### config.mk
export PLATFORM = sky130hd
export DESIGN_NAME = adaptive_moving_average_filter
export DESIGN_NICKNAME = d
export VERILOG_FILES = /design/src/rtl/amaf_pkg.sv /design/src/rtl/amaf_window_ram.sv /design/src/rtl/amaf_mul.sv /design/src/rtl/amaf_core.sv /design/src/rtl/adaptive_moving_average_filter.sv
export SDC_FILE = /design/constraint.sdc
export NUM_CORES = 2
export LEC_CHECK = 0
export BUFFER_PORTS_ARGS = -buffer_cell sky130_fd_sc_hd__buf_2
export CAP_MARGIN = 20
export CORE_UTILIZATION = 41
export CTS_CLUSTER_DIAMETER = 200
export DETAILED_ROUTE_END_ITERATION = 8
export PLACE_DENSITY_LB_ADDON = 0.25
export SLEW_MARGIN = 25
export SYNTH_ARGS = -nofsm -noshare
export SYNTH_HDL_FRONTEND = slang
export SYNTH_SLANG_ARGS = --single-unit
### constraint.sdc
create_clock -name i_clk -period 19 [get_ports i_clk]
set_input_delay 2.85 -clock i_clk [delete_from_list [all_inputs] [get_ports i_clk]]
set_output_delay 2.85 -clock i_clk [all_outputs]
set_load 0.02 [all_outputs]
### src/rtl/amaf_pkg.sv
`timescale 1ns / 1ps
// Package for the adaptive moving average filter.
// Holds widths, register indexes, reset values, the sequencer states and the shared core config struct.
package amaf_pkg;

    localparam int MAX_WINDOW = 64;
    localparam int ADDR_W     = $clog2(MAX_WINDOW);
    localparam int SAMPLE_W   = 32;
    localparam int PERIOD_W   = 7;
    localparam int ALPHA_W    = 17;
    localparam int FILL_W     = ADDR_W + 1;
    localparam int ABS_W      = SAMPLE_W + 1;
    localparam int VSUM_W     = ABS_W + ADDR_W - 1;
    localparam int REM_W      = VSUM_W + 1;
    localparam int RATIO_W    = 17;
    localparam int MUL_W      = 18;
    localparam int PROD_W     = 2 * MUL_W;
    localparam int CNT_W      = 5;
    localparam int CFG_IDX_W  = 2;
    localparam int CFG_DATA_W = 17;

    localparam logic [CNT_W-1:0]     DIV_LAST   = 5'd16;
    localparam logic [RATIO_W-1:0]   ONE_Q16    = 17'h10000;
    localparam logic [FILL_W-1:0]    FILL_FULL  = 7'(MAX_WINDOW);
    localparam logic [PERIOD_W-1:0]  PERIOD_MAX = 7'(MAX_WINDOW);
    localparam logic [PERIOD_W-1:0]  PERIOD_MIN = 7'd1;

    localparam logic [CFG_IDX_W-1:0] REG_PERIOD = 2'd0;
    localparam logic [CFG_IDX_W-1:0] REG_FAST   = 2'd1;
    localparam logic [CFG_IDX_W-1:0] REG_SLOW   = 2'd2;

    localparam logic [PERIOD_W-1:0]  PERIOD_RST = 7'd30;
    localparam logic [ALPHA_W-1:0]   FAST_RST   = 17'd43691;
    localparam logic [ALPHA_W-1:0]   SLOW_RST   = 17'd4228;

    typedef enum logic [3:0] {
        S_IDLE,
        S_SCAN,
        S_DIV,
        S_SC_MUL,
        S_SC,
        S_SQ_MUL,
        S_SQ,
        S_LO_MUL,
        S_HI_MUL,
        S_SUM,
        S_OUT
    } t_state;

    typedef struct packed {
        logic [PERIOD_W-1:0] period;
        logic [ALPHA_W-1:0]  fast;
        logic [ALPHA_W-1:0]  slow;
    } t_core_cfg;

endpackage

### src/rtl/amaf_window_ram.sv
`timescale 1ns / 1ps
// Sample window memory: one write port and one registered read port.
// Depends on amaf_pkg for depth and widths.
module amaf_window_ram
    import amaf_pkg::*;
(
    input  logic                i_clk,
    input  logic                i_we,
    input  logic [ADDR_W-1:0]   i_waddr,
    input  logic [SAMPLE_W-1:0] i_wdata,
    input  logic                i_re,
    input  logic [ADDR_W-1:0]   i_raddr,
    output logic [SAMPLE_W-1:0] o_rdata
);

    logic [SAMPLE_W-1:0] r_mem [MAX_WINDOW];
    logic [SAMPLE_W-1:0] r_rdata;

    always_ff @(posedge i_clk) begin
        if (i_we) begin
            r_mem[i_waddr] <= i_wdata;
        end
        if (i_re) begin
            r_rdata <= r_mem[i_raddr];
        end
    end

    assign o_rdata = r_rdata;

endmodule

### src/rtl/amaf_mul.sv
`timescale 1ns / 1ps
// Shared signed 18 x 18 multiplier with a registered product.
// Depends on amaf_pkg for operand widths.
module amaf_mul
    import amaf_pkg::*;
(
    input  logic                     i_clk,
    input  logic                     i_en,
    input  logic signed [MUL_W-1:0]  i_a,
    input  logic signed [MUL_W-1:0]  i_b,
    output logic signed [PROD_W-1:0] o_p
);

    logic signed [PROD_W-1:0] r_p;

    always_ff @(posedge i_clk) begin
        if (i_en) begin
            r_p <= i_a * i_b;
        end
    end

    assign o_p = r_p;

endmodule

### src/rtl/amaf_core.sv
`timescale 1ns / 1ps
// Sequencer and datapath: window scan, serial ratio divider and the multiply chain.
// Depends on amaf_pkg, amaf_window_ram and amaf_mul.
module amaf_core
    import amaf_pkg::*;
(
    input  logic                i_clk,
    input  logic                i_rst_n,
    input  t_core_cfg           i_cfg,
    input  logic                i_restart,
    input  logic                i_in_valid,
    output logic                o_in_ready,
    input  logic [SAMPLE_W-1:0] i_sample,
    output logic                o_res_valid,
    input  logic                i_res_ready,
    output logic [SAMPLE_W-1:0] o_res_avg
);

    t_state              r_state, n_state;
    logic [ADDR_W-1:0]   r_slot, n_slot;
    logic [FILL_W-1:0]   r_fill, n_fill;
    logic                r_seeded, n_seeded;
    logic                r_pend, n_pend;
    logic [SAMPLE_W-1:0] r_prev, n_prev;
    logic [SAMPLE_W-1:0] r_x, n_x;
    logic [SAMPLE_W-1:0] r_last, n_last;
    logic [SAMPLE_W-1:0] r_avg, n_avg;
    logic [ADDR_W-1:0]   r_newest, n_newest;
    logic [FILL_W-1:0]   r_k, n_k;
    logic [VSUM_W-1:0]   r_vsum, n_vsum;
    logic [REM_W-1:0]    r_rem, n_rem;
    logic [RATIO_W-1:0]  r_q, n_q;
    logic [CNT_W-1:0]    r_cnt, n_cnt;
    logic [RATIO_W-1:0]  r_sc, n_sc;
    logic [RATIO_W-1:0]  r_sc2, n_sc2;
    logic [RATIO_W-1:0]  r_frac, n_frac;
    logic [ABS_W-1:0]    r_d, n_d;

    logic                   wr_en;
    logic                   rd_en;
    logic [ADDR_W-1:0]      rd_addr;
    logic [SAMPLE_W-1:0]    rd_data;
    logic                   mul_en;
    logic signed [MUL_W-1:0]  mul_a;
    logic signed [MUL_W-1:0]  mul_b;
    logic signed [PROD_W-1:0] mul_p;

    logic [SAMPLE_W-1:0] ad_a;
    logic [SAMPLE_W-1:0] ad_b;
    logic [ABS_W-1:0]    ad_diff;
    logic [ABS_W-1:0]    ad_abs;
    logic [FILL_W-1:0]   fill_inc;
    logic                rem_ge;
    logic [REM_W-1:0]    rem_sub;
    logic [20:0]         sc_sum;

    amaf_window_ram u_ram (
        .i_clk   (i_clk),
        .i_we    (wr_en),
        .i_waddr (r_slot),
        .i_wdata (i_sample),
        .i_re    (rd_en),
        .i_raddr (rd_addr),
        .o_rdata (rd_data)
    );

    amaf_mul u_mul (
        .i_clk (i_clk),
        .i_en  (mul_en),
        .i_a   (mul_a),
        .i_b   (mul_b),
        .o_p   (mul_p)
    );

    assign ad_a     = r_pend ? r_last : r_x;
    assign ad_b     = r_pend ? rd_data : r_last;
    assign ad_diff  = {ad_a[SAMPLE_W-1], ad_a} - {ad_b[SAMPLE_W-1], ad_b};
    assign ad_abs   = ad_diff[ABS_W-1] ? (~ad_diff + 1'b1) : ad_diff;
    assign fill_inc = (r_fill == FILL_FULL) ? r_fill : r_fill + 1'b1;
    assign rem_sub  = r_rem - {1'b0, r_vsum};
    assign rem_ge   = r_rem >= {1'b0, r_vsum};
    assign sc_sum   = {4'b0, i_cfg.slow} + {mul_p[PROD_W-1], mul_p[PROD_W-1:16]};
    assign rd_addr  = r_newest - r_k[ADDR_W-1:0];

    always_ff @(posedge i_clk) begin
        if (!i_rst_n || i_restart) begin
            r_state  <= S_IDLE;
            r_slot   <= '0;
            r_fill   <= '0;
            r_seeded <= 1'b0;
            r_pend   <= 1'b0;
        end else begin
            r_state  <= n_state;
            r_slot   <= n_slot;
            r_fill   <= n_fill;
            r_seeded <= n_seeded;
            r_pend   <= n_pend;
        end
    end

    always_ff @(posedge i_clk) begin
        r_prev   <= n_prev;
        r_x      <= n_x;
        r_last   <= n_last;
        r_avg    <= n_avg;
        r_newest <= n_newest;
        r_k      <= n_k;
        r_vsum   <= n_vsum;
        r_rem    <= n_rem;
        r_q      <= n_q;
        r_cnt    <= n_cnt;
        r_sc     <= n_sc;
        r_sc2    <= n_sc2;
        r_frac   <= n_frac;
        r_d      <= n_d;
    end

    always_comb begin
        n_state     = r_state;
        n_slot      = r_slot;
        n_fill      = r_fill;
        n_seeded    = r_seeded;
        n_pend      = r_pend;
        n_prev      = r_prev;
        n_x         = r_x;
        n_last      = r_last;
        n_avg       = r_avg;
        n_newest    = r_newest;
        n_k         = r_k;
        n_vsum      = r_vsum;
        n_rem       = r_rem;
        n_q         = r_q;
        n_cnt       = r_cnt;
        n_sc        = r_sc;
        n_sc2       = r_sc2;
        n_frac      = r_frac;
        n_d         = r_d;
        wr_en       = 1'b0;
        rd_en       = 1'b0;
        mul_en      = 1'b0;
        mul_a       = '0;
        mul_b       = '0;
        o_in_ready  = 1'b0;
        o_res_valid = 1'b0;

        unique case (r_state)
            S_IDLE: begin
                o_in_ready = 1'b1;
                if (i_in_valid) begin
                    wr_en    = 1'b1;
                    n_slot   = r_slot + 1'b1;
                    n_fill   = fill_inc;
                    n_x      = i_sample;
                    n_last   = i_sample;
                    n_newest = r_slot;
                    n_k      = FILL_W'(1);
                    n_pend   = 1'b0;
                    n_vsum   = '0;
                    n_d      = {i_sample[SAMPLE_W-1], i_sample} - {r_prev[SAMPLE_W-1], r_prev};
                    if (fill_inc < i_cfg.period) begin
                        n_state = S_IDLE;
                    end else if (!r_seeded) begin
                        n_seeded = 1'b1;
                        n_avg    = i_sample;
                        n_prev   = i_sample;
                        n_state  = S_OUT;
                    end else begin
                        n_state = S_SCAN;
                    end
                end
            end
            S_SCAN: begin
                rd_en  = r_k < i_cfg.period;
                n_pend = rd_en;
                if (rd_en) begin
                    n_k = r_k + 1'b1;
                end
                if (r_pend) begin
                    n_vsum = r_vsum + {{(VSUM_W-ABS_W){1'b0}}, ad_abs};
                    n_last = rd_data;
                end else if (!rd_en) begin
                    n_rem = {{(REM_W-ABS_W){1'b0}}, ad_abs};
                    n_cnt = '0;
                    if (r_vsum == '0) begin
                        n_q     = ONE_Q16;
                        n_state = S_SC_MUL;
                    end else begin
                        n_q     = '0;
                        n_state = S_DIV;
                    end
                end
            end
            S_DIV: begin
                n_rem = rem_ge ? {rem_sub[REM_W-2:0], 1'b0} : {r_rem[REM_W-2:0], 1'b0};
                n_q   = {r_q[RATIO_W-2:0], rem_ge};
                n_cnt = r_cnt + 1'b1;
                if (r_cnt == DIV_LAST) begin
                    n_state = S_SC_MUL;
                end
            end
            S_SC_MUL: begin
                mul_en  = 1'b1;
                mul_a   = $signed({1'b0, r_q});
                mul_b   = $signed({1'b0, i_cfg.fast} - {1'b0, i_cfg.slow});
                n_state = S_SC;
            end
            S_SC: begin
                n_sc    = sc_sum[20] ? '0 : sc_sum[RATIO_W-1:0];
                n_state = S_SQ_MUL;
            end
            S_SQ_MUL: begin
                mul_en  = 1'b1;
                mul_a   = $signed({1'b0, r_sc});
                mul_b   = $signed({1'b0, r_sc});
                n_state = S_SQ;
            end
            S_SQ: begin
                n_sc2   = mul_p[32:16];
                n_state = S_LO_MUL;
            end
            S_LO_MUL: begin
                mul_en  = 1'b1;
                mul_a   = $signed({2'b00, r_d[15:0]});
                mul_b   = $signed({1'b0, r_sc2});
                n_state = S_HI_MUL;
            end
            S_HI_MUL: begin
                n_frac  = mul_p[32:16];
                mul_en  = 1'b1;
                mul_a   = $signed({r_d[ABS_W-1], r_d[ABS_W-1:16]});
                mul_b   = $signed({1'b0, r_sc2});
                n_state = S_SUM;
            end
            S_SUM: begin
                n_avg   = r_prev + mul_p[SAMPLE_W-1:0] + {{(SAMPLE_W-RATIO_W){1'b0}}, r_frac};
                n_prev  = n_avg;
                n_state = S_OUT;
            end
            S_OUT: begin
                o_res_valid = 1'b1;
                if (i_res_ready) begin
                    n_state = S_IDLE;
                end
            end
            default: begin
                n_state = S_IDLE;
            end
        endcase
    end

    assign o_res_avg = r_avg;

endmodule

### src/rtl/adaptive_moving_average_filter.sv
`timescale 1ns / 1ps
// Adaptive moving average filter top level: config registers, stream ports, output register.
// One item at a time: s_axis_tready is high only while the core is idle. An item gives no result
// until the window holds the effective period P of samples; the first result is the sample that
// fills it. Later ones take the scan, the serial divide (skipped for a flat window), the multiply
// chain and handoff; m_axis_tvalid rises with s_axis_tready; a full output stalls the core.
// Reset (i_rst_n low, synchronous) restores period 30 and both alphas, and empties the window.
module adaptive_moving_average_filter
    import amaf_pkg::*;
(
    input  logic                  i_clk,
    input  logic                  i_rst_n,
    input  logic                  i_cfg_we,
    input  logic [CFG_IDX_W-1:0]  i_cfg_index,
    input  logic [CFG_DATA_W-1:0] i_cfg_data,
    input  logic                  s_axis_tvalid,
    output logic                  s_axis_tready,
    input  logic [SAMPLE_W-1:0]   s_axis_tdata,   // [31:0] sample
    output logic                  m_axis_tvalid,
    input  logic                  m_axis_tready,
    output logic [SAMPLE_W-1:0]   m_axis_tdata    // [31:0] average
);

    logic [PERIOD_W-1:0] r_period;
    logic [ALPHA_W-1:0]  r_fast;
    logic [ALPHA_W-1:0]  r_slow;
    logic                r_out_valid;
    logic [SAMPLE_W-1:0] r_out_data;

    t_core_cfg           core_cfg;
    logic                restart;
    logic                core_res_valid;
    logic                core_res_ready;
    logic [SAMPLE_W-1:0] core_avg;

    assign restart = i_cfg_we && (i_cfg_index == REG_PERIOD);

    always_ff @(posedge i_clk) begin
        if (!i_rst_n) begin
            r_period <= PERIOD_RST;
            r_fast   <= FAST_RST;
            r_slow   <= SLOW_RST;
        end else if (i_cfg_we) begin
            unique case (i_cfg_index)
                REG_PERIOD: r_period <= i_cfg_data[PERIOD_W-1:0];
                REG_FAST:   r_fast   <= i_cfg_data[ALPHA_W-1:0];
                REG_SLOW:   r_slow   <= i_cfg_data[ALPHA_W-1:0];
                default: begin
                end
            endcase
        end
    end

    always_comb begin
        if (r_period == '0) begin
            core_cfg.period = PERIOD_MIN;
        end else if (r_period > PERIOD_MAX) begin
            core_cfg.period = PERIOD_MAX;
        end else begin
            core_cfg.period = r_period;
        end
        core_cfg.fast = (r_fast > ONE_Q16) ? ONE_Q16 : r_fast;
        core_cfg.slow = (r_slow > ONE_Q16) ? ONE_Q16 : r_slow;
    end

    amaf_core u_core (
        .i_clk       (i_clk),
        .i_rst_n     (i_rst_n),
        .i_cfg       (core_cfg),
        .i_restart   (restart),
        .i_in_valid  (s_axis_tvalid),
        .o_in_ready  (s_axis_tready),
        .i_sample    (s_axis_tdata),
        .o_res_valid (core_res_valid),
        .i_res_ready (core_res_ready),
        .o_res_avg   (core_avg)
    );

    assign core_res_ready = !r_out_valid || m_axis_tready;

    always_ff @(posedge i_clk) begin
        if (!i_rst_n) begin
            r_out_valid <= 1'b0;
        end else if (core_res_ready) begin
            r_out_valid <= core_res_valid;
        end
    end

    always_ff @(posedge i_clk) begin
        if (core_res_valid && core_res_ready) begin
            r_out_data <= core_avg;
        end
    end

    assign m_axis_tvalid = r_out_valid;
    assign m_axis_tdata  = r_out_data;

`ifndef SYNTHESIS
    a_res_hold: assert property (@(posedge i_clk) disable iff (!i_rst_n)
        (core_res_valid && !core_res_ready && !restart) |=>
            (core_res_valid && $stable(core_avg)))
        else $error("core result changed while waiting for the output register");

    a_res_load: assert property (@(posedge i_clk) disable iff (!i_rst_n)
        (core_res_valid && core_res_ready) |=> m_axis_tvalid)
        else $error("handed-over result did not reach the output register");

    a_restart_idle: assert property (@(posedge i_clk) disable iff (!i_rst_n)
        restart |=> (s_axis_tready && !core_res_valid))
        else $error("period write did not return the sequencer to idle");
`endif

endmodule
## Word level (Yosys, flattened, before mapping)

Memory sizes are Yosys's and may differ from the RTL's. A register that Yosys moved wholly into a read port is not among the register bits.
Cells that the tools add are included.

| word-level totals | value |
|---|---|
| register bits after elaboration | 421 |
| memory bits (writable) | 2048 |
| output and inout port bits | 34 |
| memories | 1 |

Memories:

| name | depth | width | read ports | clocked after Yosys merged registers in | write ports | line | source |
|---|---|---|---|---|---|---|---|
| u_core.u_ram.r_mem | 64 | 32 | 1 | 1 | 1 | amaf_window_ram.sv:16 | `logic [SAMPLE_W-1:0] r_mem [MAX_WINDOW];` |

| operators by class | value |
|---|---|
| add/sub/neg operators | 14 |
| multiply operators | 1 |
| order comparisons | 6 |
| eq/ne operators | 23 |
| multiplexer cells | 52 |
| bitwise logic cells | 2 |
| reductions and logical operators | 26 |

Operators by type and width:

| operator | number |
|---|---|
| $mux W32 | 6 |
| $pmux W32 S2 | 2 |
| $mux W39 | 3 |
| $mux W17 | 5 |
| $pmux W39 S2 | 1 |
| $mux W38 | 2 |
| $pmux W38 S2 | 1 |
| $pmux W18 S4 | 1 |
| $sub A32 B32 Y33 | 2 |
| $pmux W18 S3 | 1 |
| $pmux W4 S11 | 1 |
| $ge A39 B38 Y1 | 1 |
| $add A38 B33 Y38 | 1 |
| $logic_not A38 Y1 | 1 |
| $sub A38 B38 Y38 | 1 |
| $mul A18 B18 Y36 | 1 |
| $mux W7 | 5 |
| $gt A17 B17 Y1 const B | 2 |
| $pmux W17 S2 | 1 |
| $add A33 B1 Y33 const B | 1 |
| $mux W33 | 1 |
| $not A33 Y33 | 1 |
| $add A32 B17 Y32 | 1 |
| $add A32 B32 Y32 | 1 |
| 38 further kinds | 81 |

## Logic depth before layout (Yosys ltp)

| depth | value |
|---|---|
| depth in word-level cells | 8 |
| gate-level depth with buffers | 42 |

## By module

From an unflattened synthesis, not the netlist that was laid out.

| second synthesis, totals | value |
|---|---|
| cell total of the unflattened synthesis | 7679 |
| area total of the unflattened synthesis | 120327.9 µm² |

By module, submodules not included:

| module | times used | cells each | area an instance (µm²) |
|---|---|---|---|
| amaf_window_ram | 1 | 3324 | 78835.6 |
| amaf_core | 1 | 2730 | 25351.8 |
| amaf_mul | 1 | 1359 | 13146.4 |
| adaptive_moving_average_filter | 1 | 266 | 2994.1 |

## Least setup slack after synthesis

No wires, ideal clock.

| timing | value |
|---|---|
| kind | flip-flop to flip-flop |
| start | register r_fast[16] |
| end | register u_core.u_mul.r_p[34] (netlist: u_core.u_mul.o_p[34]) (data pin) |
| setup time | 264 ps |
| arrival | 8492 ps |
| path slack | 10244 ps |
| stages on the path, launching flop included | 40 |
| buffers on the path | 1 |
| clock period less this slack | 8756 ps |
| cell sequence | dfxtp_1 -> inv_1 -> nand2_1 -> ha_1 -> inv_1 -> fa_1 -> a21o_1 -> a21oi_1 -> o21ai_0 -> a21o_1 -> a21oi_1 -> o21ai_0 -> o211ai_1 -> nand2b_1 -> a21oi_1 -> xnor2_1 -> o211ai_1 -> clkbuf_1 -> (+4 left out) -> fa_1 -> fa_1 -> fa_1 -> inv_1 -> fa_1 -> inv_1 -> ha_1 -> a21o_1 -> a21oi_1 -> o21bai_1 -> a21o_1 -> a21o_1 -> a21o_1 -> a21oi_1 -> a21boi_0 -> o31a_1 -> a221oi_1 -> xnor2_1 |

| on the way | value |
|---|---|
| longest elaborated chain between the ends | 5 |

RTL lines:

| item | line | source |
|---|---|---|
| start: declaration | adaptive_moving_average_filter.sv:25 | `logic [ALPHA_W-1:0] r_fast;` |
| start signal: assignment | adaptive_moving_average_filter.sv:46 | `REG_FAST: r_fast <= i_cfg_data[ALPHA_W-1:0];` |
| $gt A17 B17 Y1 | adaptive_moving_average_filter.sv:62 | `core_cfg.fast = (r_fast > ONE_Q16) ? ONE_Q16 : r_fast;` |
| $mux W17 * | adaptive_moving_average_filter.sv:62 |  |
| $sub A17 B17 Y18 * | amaf_core.sv:204 | `mul_b = $signed({1'b0, i_cfg.fast} - {1'b0, i_cfg.slow});` |
| $pmux W18 S3 * | amaf_core.sv:146 | `unique case (r_state)` |
| $mul A18 B18 Y36 * | amaf_mul.sv:18 | `r_p <= i_a * i_b;` |
| end signal: assignment | amaf_mul.sv:18 |  |
| end: declaration | amaf_mul.sv:14 | `logic signed [PROD_W-1:0] r_p;` |

Every way passes the cells marked *; elsewhere a longest branch is shown, timed or not.
A chain may end at the register's enable or synchronous reset.

## Worst setup path in the final report

| timing | value |
|---|---|
| start | register r_fast[16] |
| end | register u_core.u_mul.r_p[33] (netlist: u_core.u_mul.o_p[33]) (data pin) |

Same word-level chain as after synthesis.

==> key figures <==
Timing
  • Max transition margin: 22.1%
  • Slew Limit Fails: 0
  • Final hold slack: roughly 0.45 ns
  • Period utilisation layout: 51.3%
  • Min cycle time layout: between 9 and 10 ns
  • Setup Skew: between 0.06 and 0.07 ns
  • Endpoints failing setup: 0
  • Worst-Margin Slew: approximately 1.2 ns
  • Achievable clock frequency: roughly 100 MHz
  • RSZ-0062 raised after global routing: no
  • Setup TNS: 0 ns
  • Fin. Hold Viols: 0

Clock network
  • Worst-path clk slew: 0.07 ns
  • CTS tree: built
  • H-tree Lvls: 5
  • Hold_buf cts: 0
  • Clock Sinks: ~2500
  • CTS resizes: 0
  • Postcts setup bufs: 0
  • Clk root buf: clkbuf_16
  • Clock Latency Late Sink: 0.85 ns
  • TritonCTS buffer count: 274
  • Max Root-Sink Buffers: 4

Setup path
  • CP startpoint kind: flop
  • Slowest CP cell: nand2_1
  • Max FO, Critical Path: 16
  • Worst Path Required: approximately 20 ns
  • CP max stage delay: roughly 0.73 ns
  • Critical setup path kind: flop to flop
  • Arr. time, crit path: 10.31 ns
  • Setup crit end kind: flop
  • Flop2flop setup slack: 9.26 ns

Die
  • Core Box Area: 288000 sq um
  • Die W: around 540 um
  • Initial core utilization: around two fifths
  • Die H: about 540 um
  • Die area: ~290000 sq um
  • Row cnt: between 150 and 200
  • IO Count: 90

Pwr
  • Sequential power share: around 48%
  • Clock share of power: 40.4%
  • Static Leakage: around 0.047 uW
  • Sw frac: between 20% and 30%
  • P per Cell Area: 95.7 nW/um^2
  • Combinational share of power: between 10% and 20%
  • NetSw: just over 3000 uW
  • Worst vdd ir: about 0.00008 V
  • P_int: just under 10000 uW

Synthesis
  • Mapped Area: between 100000 and 150000 sq um
  • Synthesized area per cell: ~16 sq um
  • YS warnings: 0
  • Async SR Flop Fraction: 0%
  • Prevailing post-synth register cell: edfxtp_1
  • EDFF count, synth: between 2000 and 2500
  • Synth Register Bits: 2501
  • Post-synthesis sequential area ratio: 62.5%
  • Distinct cells, synth: ~100
  • Post-Syn Nets: 8083
  • Post-Syn Instances: 7343

Finish
  • Layout cell share with drive strength beyond 1: 19.0%
  • Layout area overhead: 12.5%
  • Finished Core Util: roughly 46%
  • NumNets Final: between 8000 and 9000

Job
  • Max-cap viol count: 0

Drt
  • Wirelength, routed: about 330 mm
  • Final antenna-violating net count: 0
  • Vias per inst: a little under 6
  • Avg WL per Cell: 28.1 um
  • Via count: between 60000 and 70000
  • Starting DRT DRC Count: about 7000
  • DRT Pass-1 Iters: 7
  • Drt drc: 0

Worst hold path
  • Hold Crit Class: flop to flop

GRT
  • Gr usage total: between 20% and 30%
  • Total grt overflow: 0
  • Largest net degree at the start of global routing: between 100 and 150
  • Vias in the first global route: around 68000
  • First-pass GRT wire length: 474 mm
  • Initial antenna violation count: 23

Placement
  • Hpwl dp: 206 mm
  • Port bufs: just under 90
  • Routability congestion estimate: between 0.8 and 0.9

Outcome
  • Status: complete, no violations
layout make-up:
cell class | instances | area [sq um]
Clock inverter | 143 | 1360
Timing Repair Buffer | 285 | 2020
Tap cell | 3781 | 4730
Sequential cell | 2501 | 74500
Fill cell | 24600 | 154000
Inverter | 543 | 2040
Multi-Input combinational cell | 4001 | 42100
Antenna cell | 6 | 15.0
Clock buffer | 340 | 7220
cell usage after synthesis, types with 10 or more instances:
cell | number | area, sq um
edfxtp_1 | 2440 | 73300
mux4_2 | 640 | 14400
nand2_1 | 569 | 2140
inv_1 | 542 | 2030
nor2_1 | 387 | 1450
fa_1 | 355 | 7110
ha_1 | 329 | 4120
a21oi_1 | 251 | 1260
clkbuf_1 | 217 | 815
o21ai_0 | 179 | 896
xnor2_1 | 153 | 1340
mux2i_1 | 106 | 1060
xor2_1 | 92 | 806
nor2b_1 | 84 | 526
a21o_1 | 80 | 601
nand3_1 | 78 | 390
buf_1 | 69 | 259
dfxtp_1 | 61 | 1220
nor3_1 | 56 | 280
a211oi_1 | 55 | 413
mux2_2 | 46 | 518
a21boi_0 | 42 | 315
nand2b_1 | 42 | 263
o21a_1 | 42 | 315
and3_1 | 40 | 250
and2_1 | 37 | 231
o21bai_1 | 26 | 195
nor4_1 | 25 | 156
nand4_1 | 24 | 150
a31oi_1 | 21 | 131
o31ai_1 | 15 | 113
or3_1 | 15 | 93.8
a222oi_1 | 14 | 140
a22oi_1 | 13 | 97.6
buf_2 | 10 | 50.1
o211ai_1 | 10 | 75.1
or2_2 | 10 | 62.6
power groups by stage:
| stage | registers, uW | logic [uW] | clock network, uW |
|---|---|---|---|
| floorplan | 6230 | 1010 | 0 |
| global placement | 6230 | 1510 | 0 |
| detailed placement | 6230 | 1520 | 0 |
| CTS | 6120 | 1530 | 5260 |
| global route | 6120 | 1630 | 5450 |
| finish | 6120 | 1520 | 5170 |
state kept, by name, indices dropped and copies added (netlist names), 32 cells and up:
name / cells
u_core.u_ram.r_mem: 2048
u_core.r_rem: 39
u_core.r_vsum: 38
u_core.u_mul.o_p: 36
u_core.r_d: 33
m_axis_tdata: 32
u_core.r_last: 32
u_core.r_prev: 32
u_core.r_x: 32
u_core.u_ram.o_rdata: 32
per-stage QoR:
stage | setup WS (ns) | std cells | instance area (sq um) | power, uW
6_report | 9.26 | 11600 | 134000 | 12800
5_1_grt | 8.74 | 11600 | 134000 | 13200
4_1_cts | 9.36 | 11600 | 134000 | 12900
3_5_place_dp | 9.40 | 11100 | 125000 | 7760
3_3_place_gp | 9.50 | 11100 | 125000 | 7740
2_1_floorplan | 10.24 | 7343 | 119000 | 7240
per-layer routing:
metal	global-route usage (%)	vias to the layer above	part of all wire (%)
met5	0	-	0.0040
met4	6.03	2	2.8
met3	3.11	467	7.0
met2	36.0	2646	48
met1	31.4	35200	43
li1	-	28600	-
final timing paths:
check,end,depth (start not counted),from
setup reg to reg,u_core.u_mul.o_p[33],40,r_fast[16]
hold / removal,m_axis_tdata[31],0,u_core.r_prev[31]
hold reg to reg,m_axis_tdata[31],0,u_core.r_prev[31]
setup / recovery,u_core.u_mul.o_p[33],40,r_fast[16]
kinds of logic (layout without fill, tap and decap cells):
group | count (synthesis) | in the layout | share of synthesized area (%)
compound gates | 864 | 864 | 4.73
xor+xnor | 246 | 246 | 1.81
fa+ha+maj | 684 | 684 | 9.42
buf+inv | 841 | 1311 | 2.66
flops | 2501 | 2501 | 62.5
mux | 792 | 792 | 13.4
other cells | 0 | 6 | 0
simple gates | 1415 | 1415 | 5.41
critical path: cells and delay by family, from the launching register on:
family | cells | cell delay (ns)
simple gates | 9 | 1.63
xor+xnor | 1 | 0.19
flops | 1 | 0.49
compound gates | 14 | 2.72
buf+inv | 7 | 0.46
fa+ha+maj | 9 | 3.96
placed cells by master (no fill, tap or decap), drive strengths merged, types with 84 or more instances in the layout:
| cell | instances |
|---|---|
| mux2i | 106 |
| nor2 | 387 |
| clkbuf | 340 |
| o21ai | 190 |
| nand2 | 569 |
| edfxtp | 2440 |
| clkinv | 100 |
| xor2 | 92 |
| buf | 285 |
| mux4 | 640 |
| fa | 355 |
| inv | 558 |
| ha | 329 |
| nor2b | 84 |
| a21oi | 256 |
| xnor2 | 154 |
No activity file was read; power rests on OpenSTA's default activity.
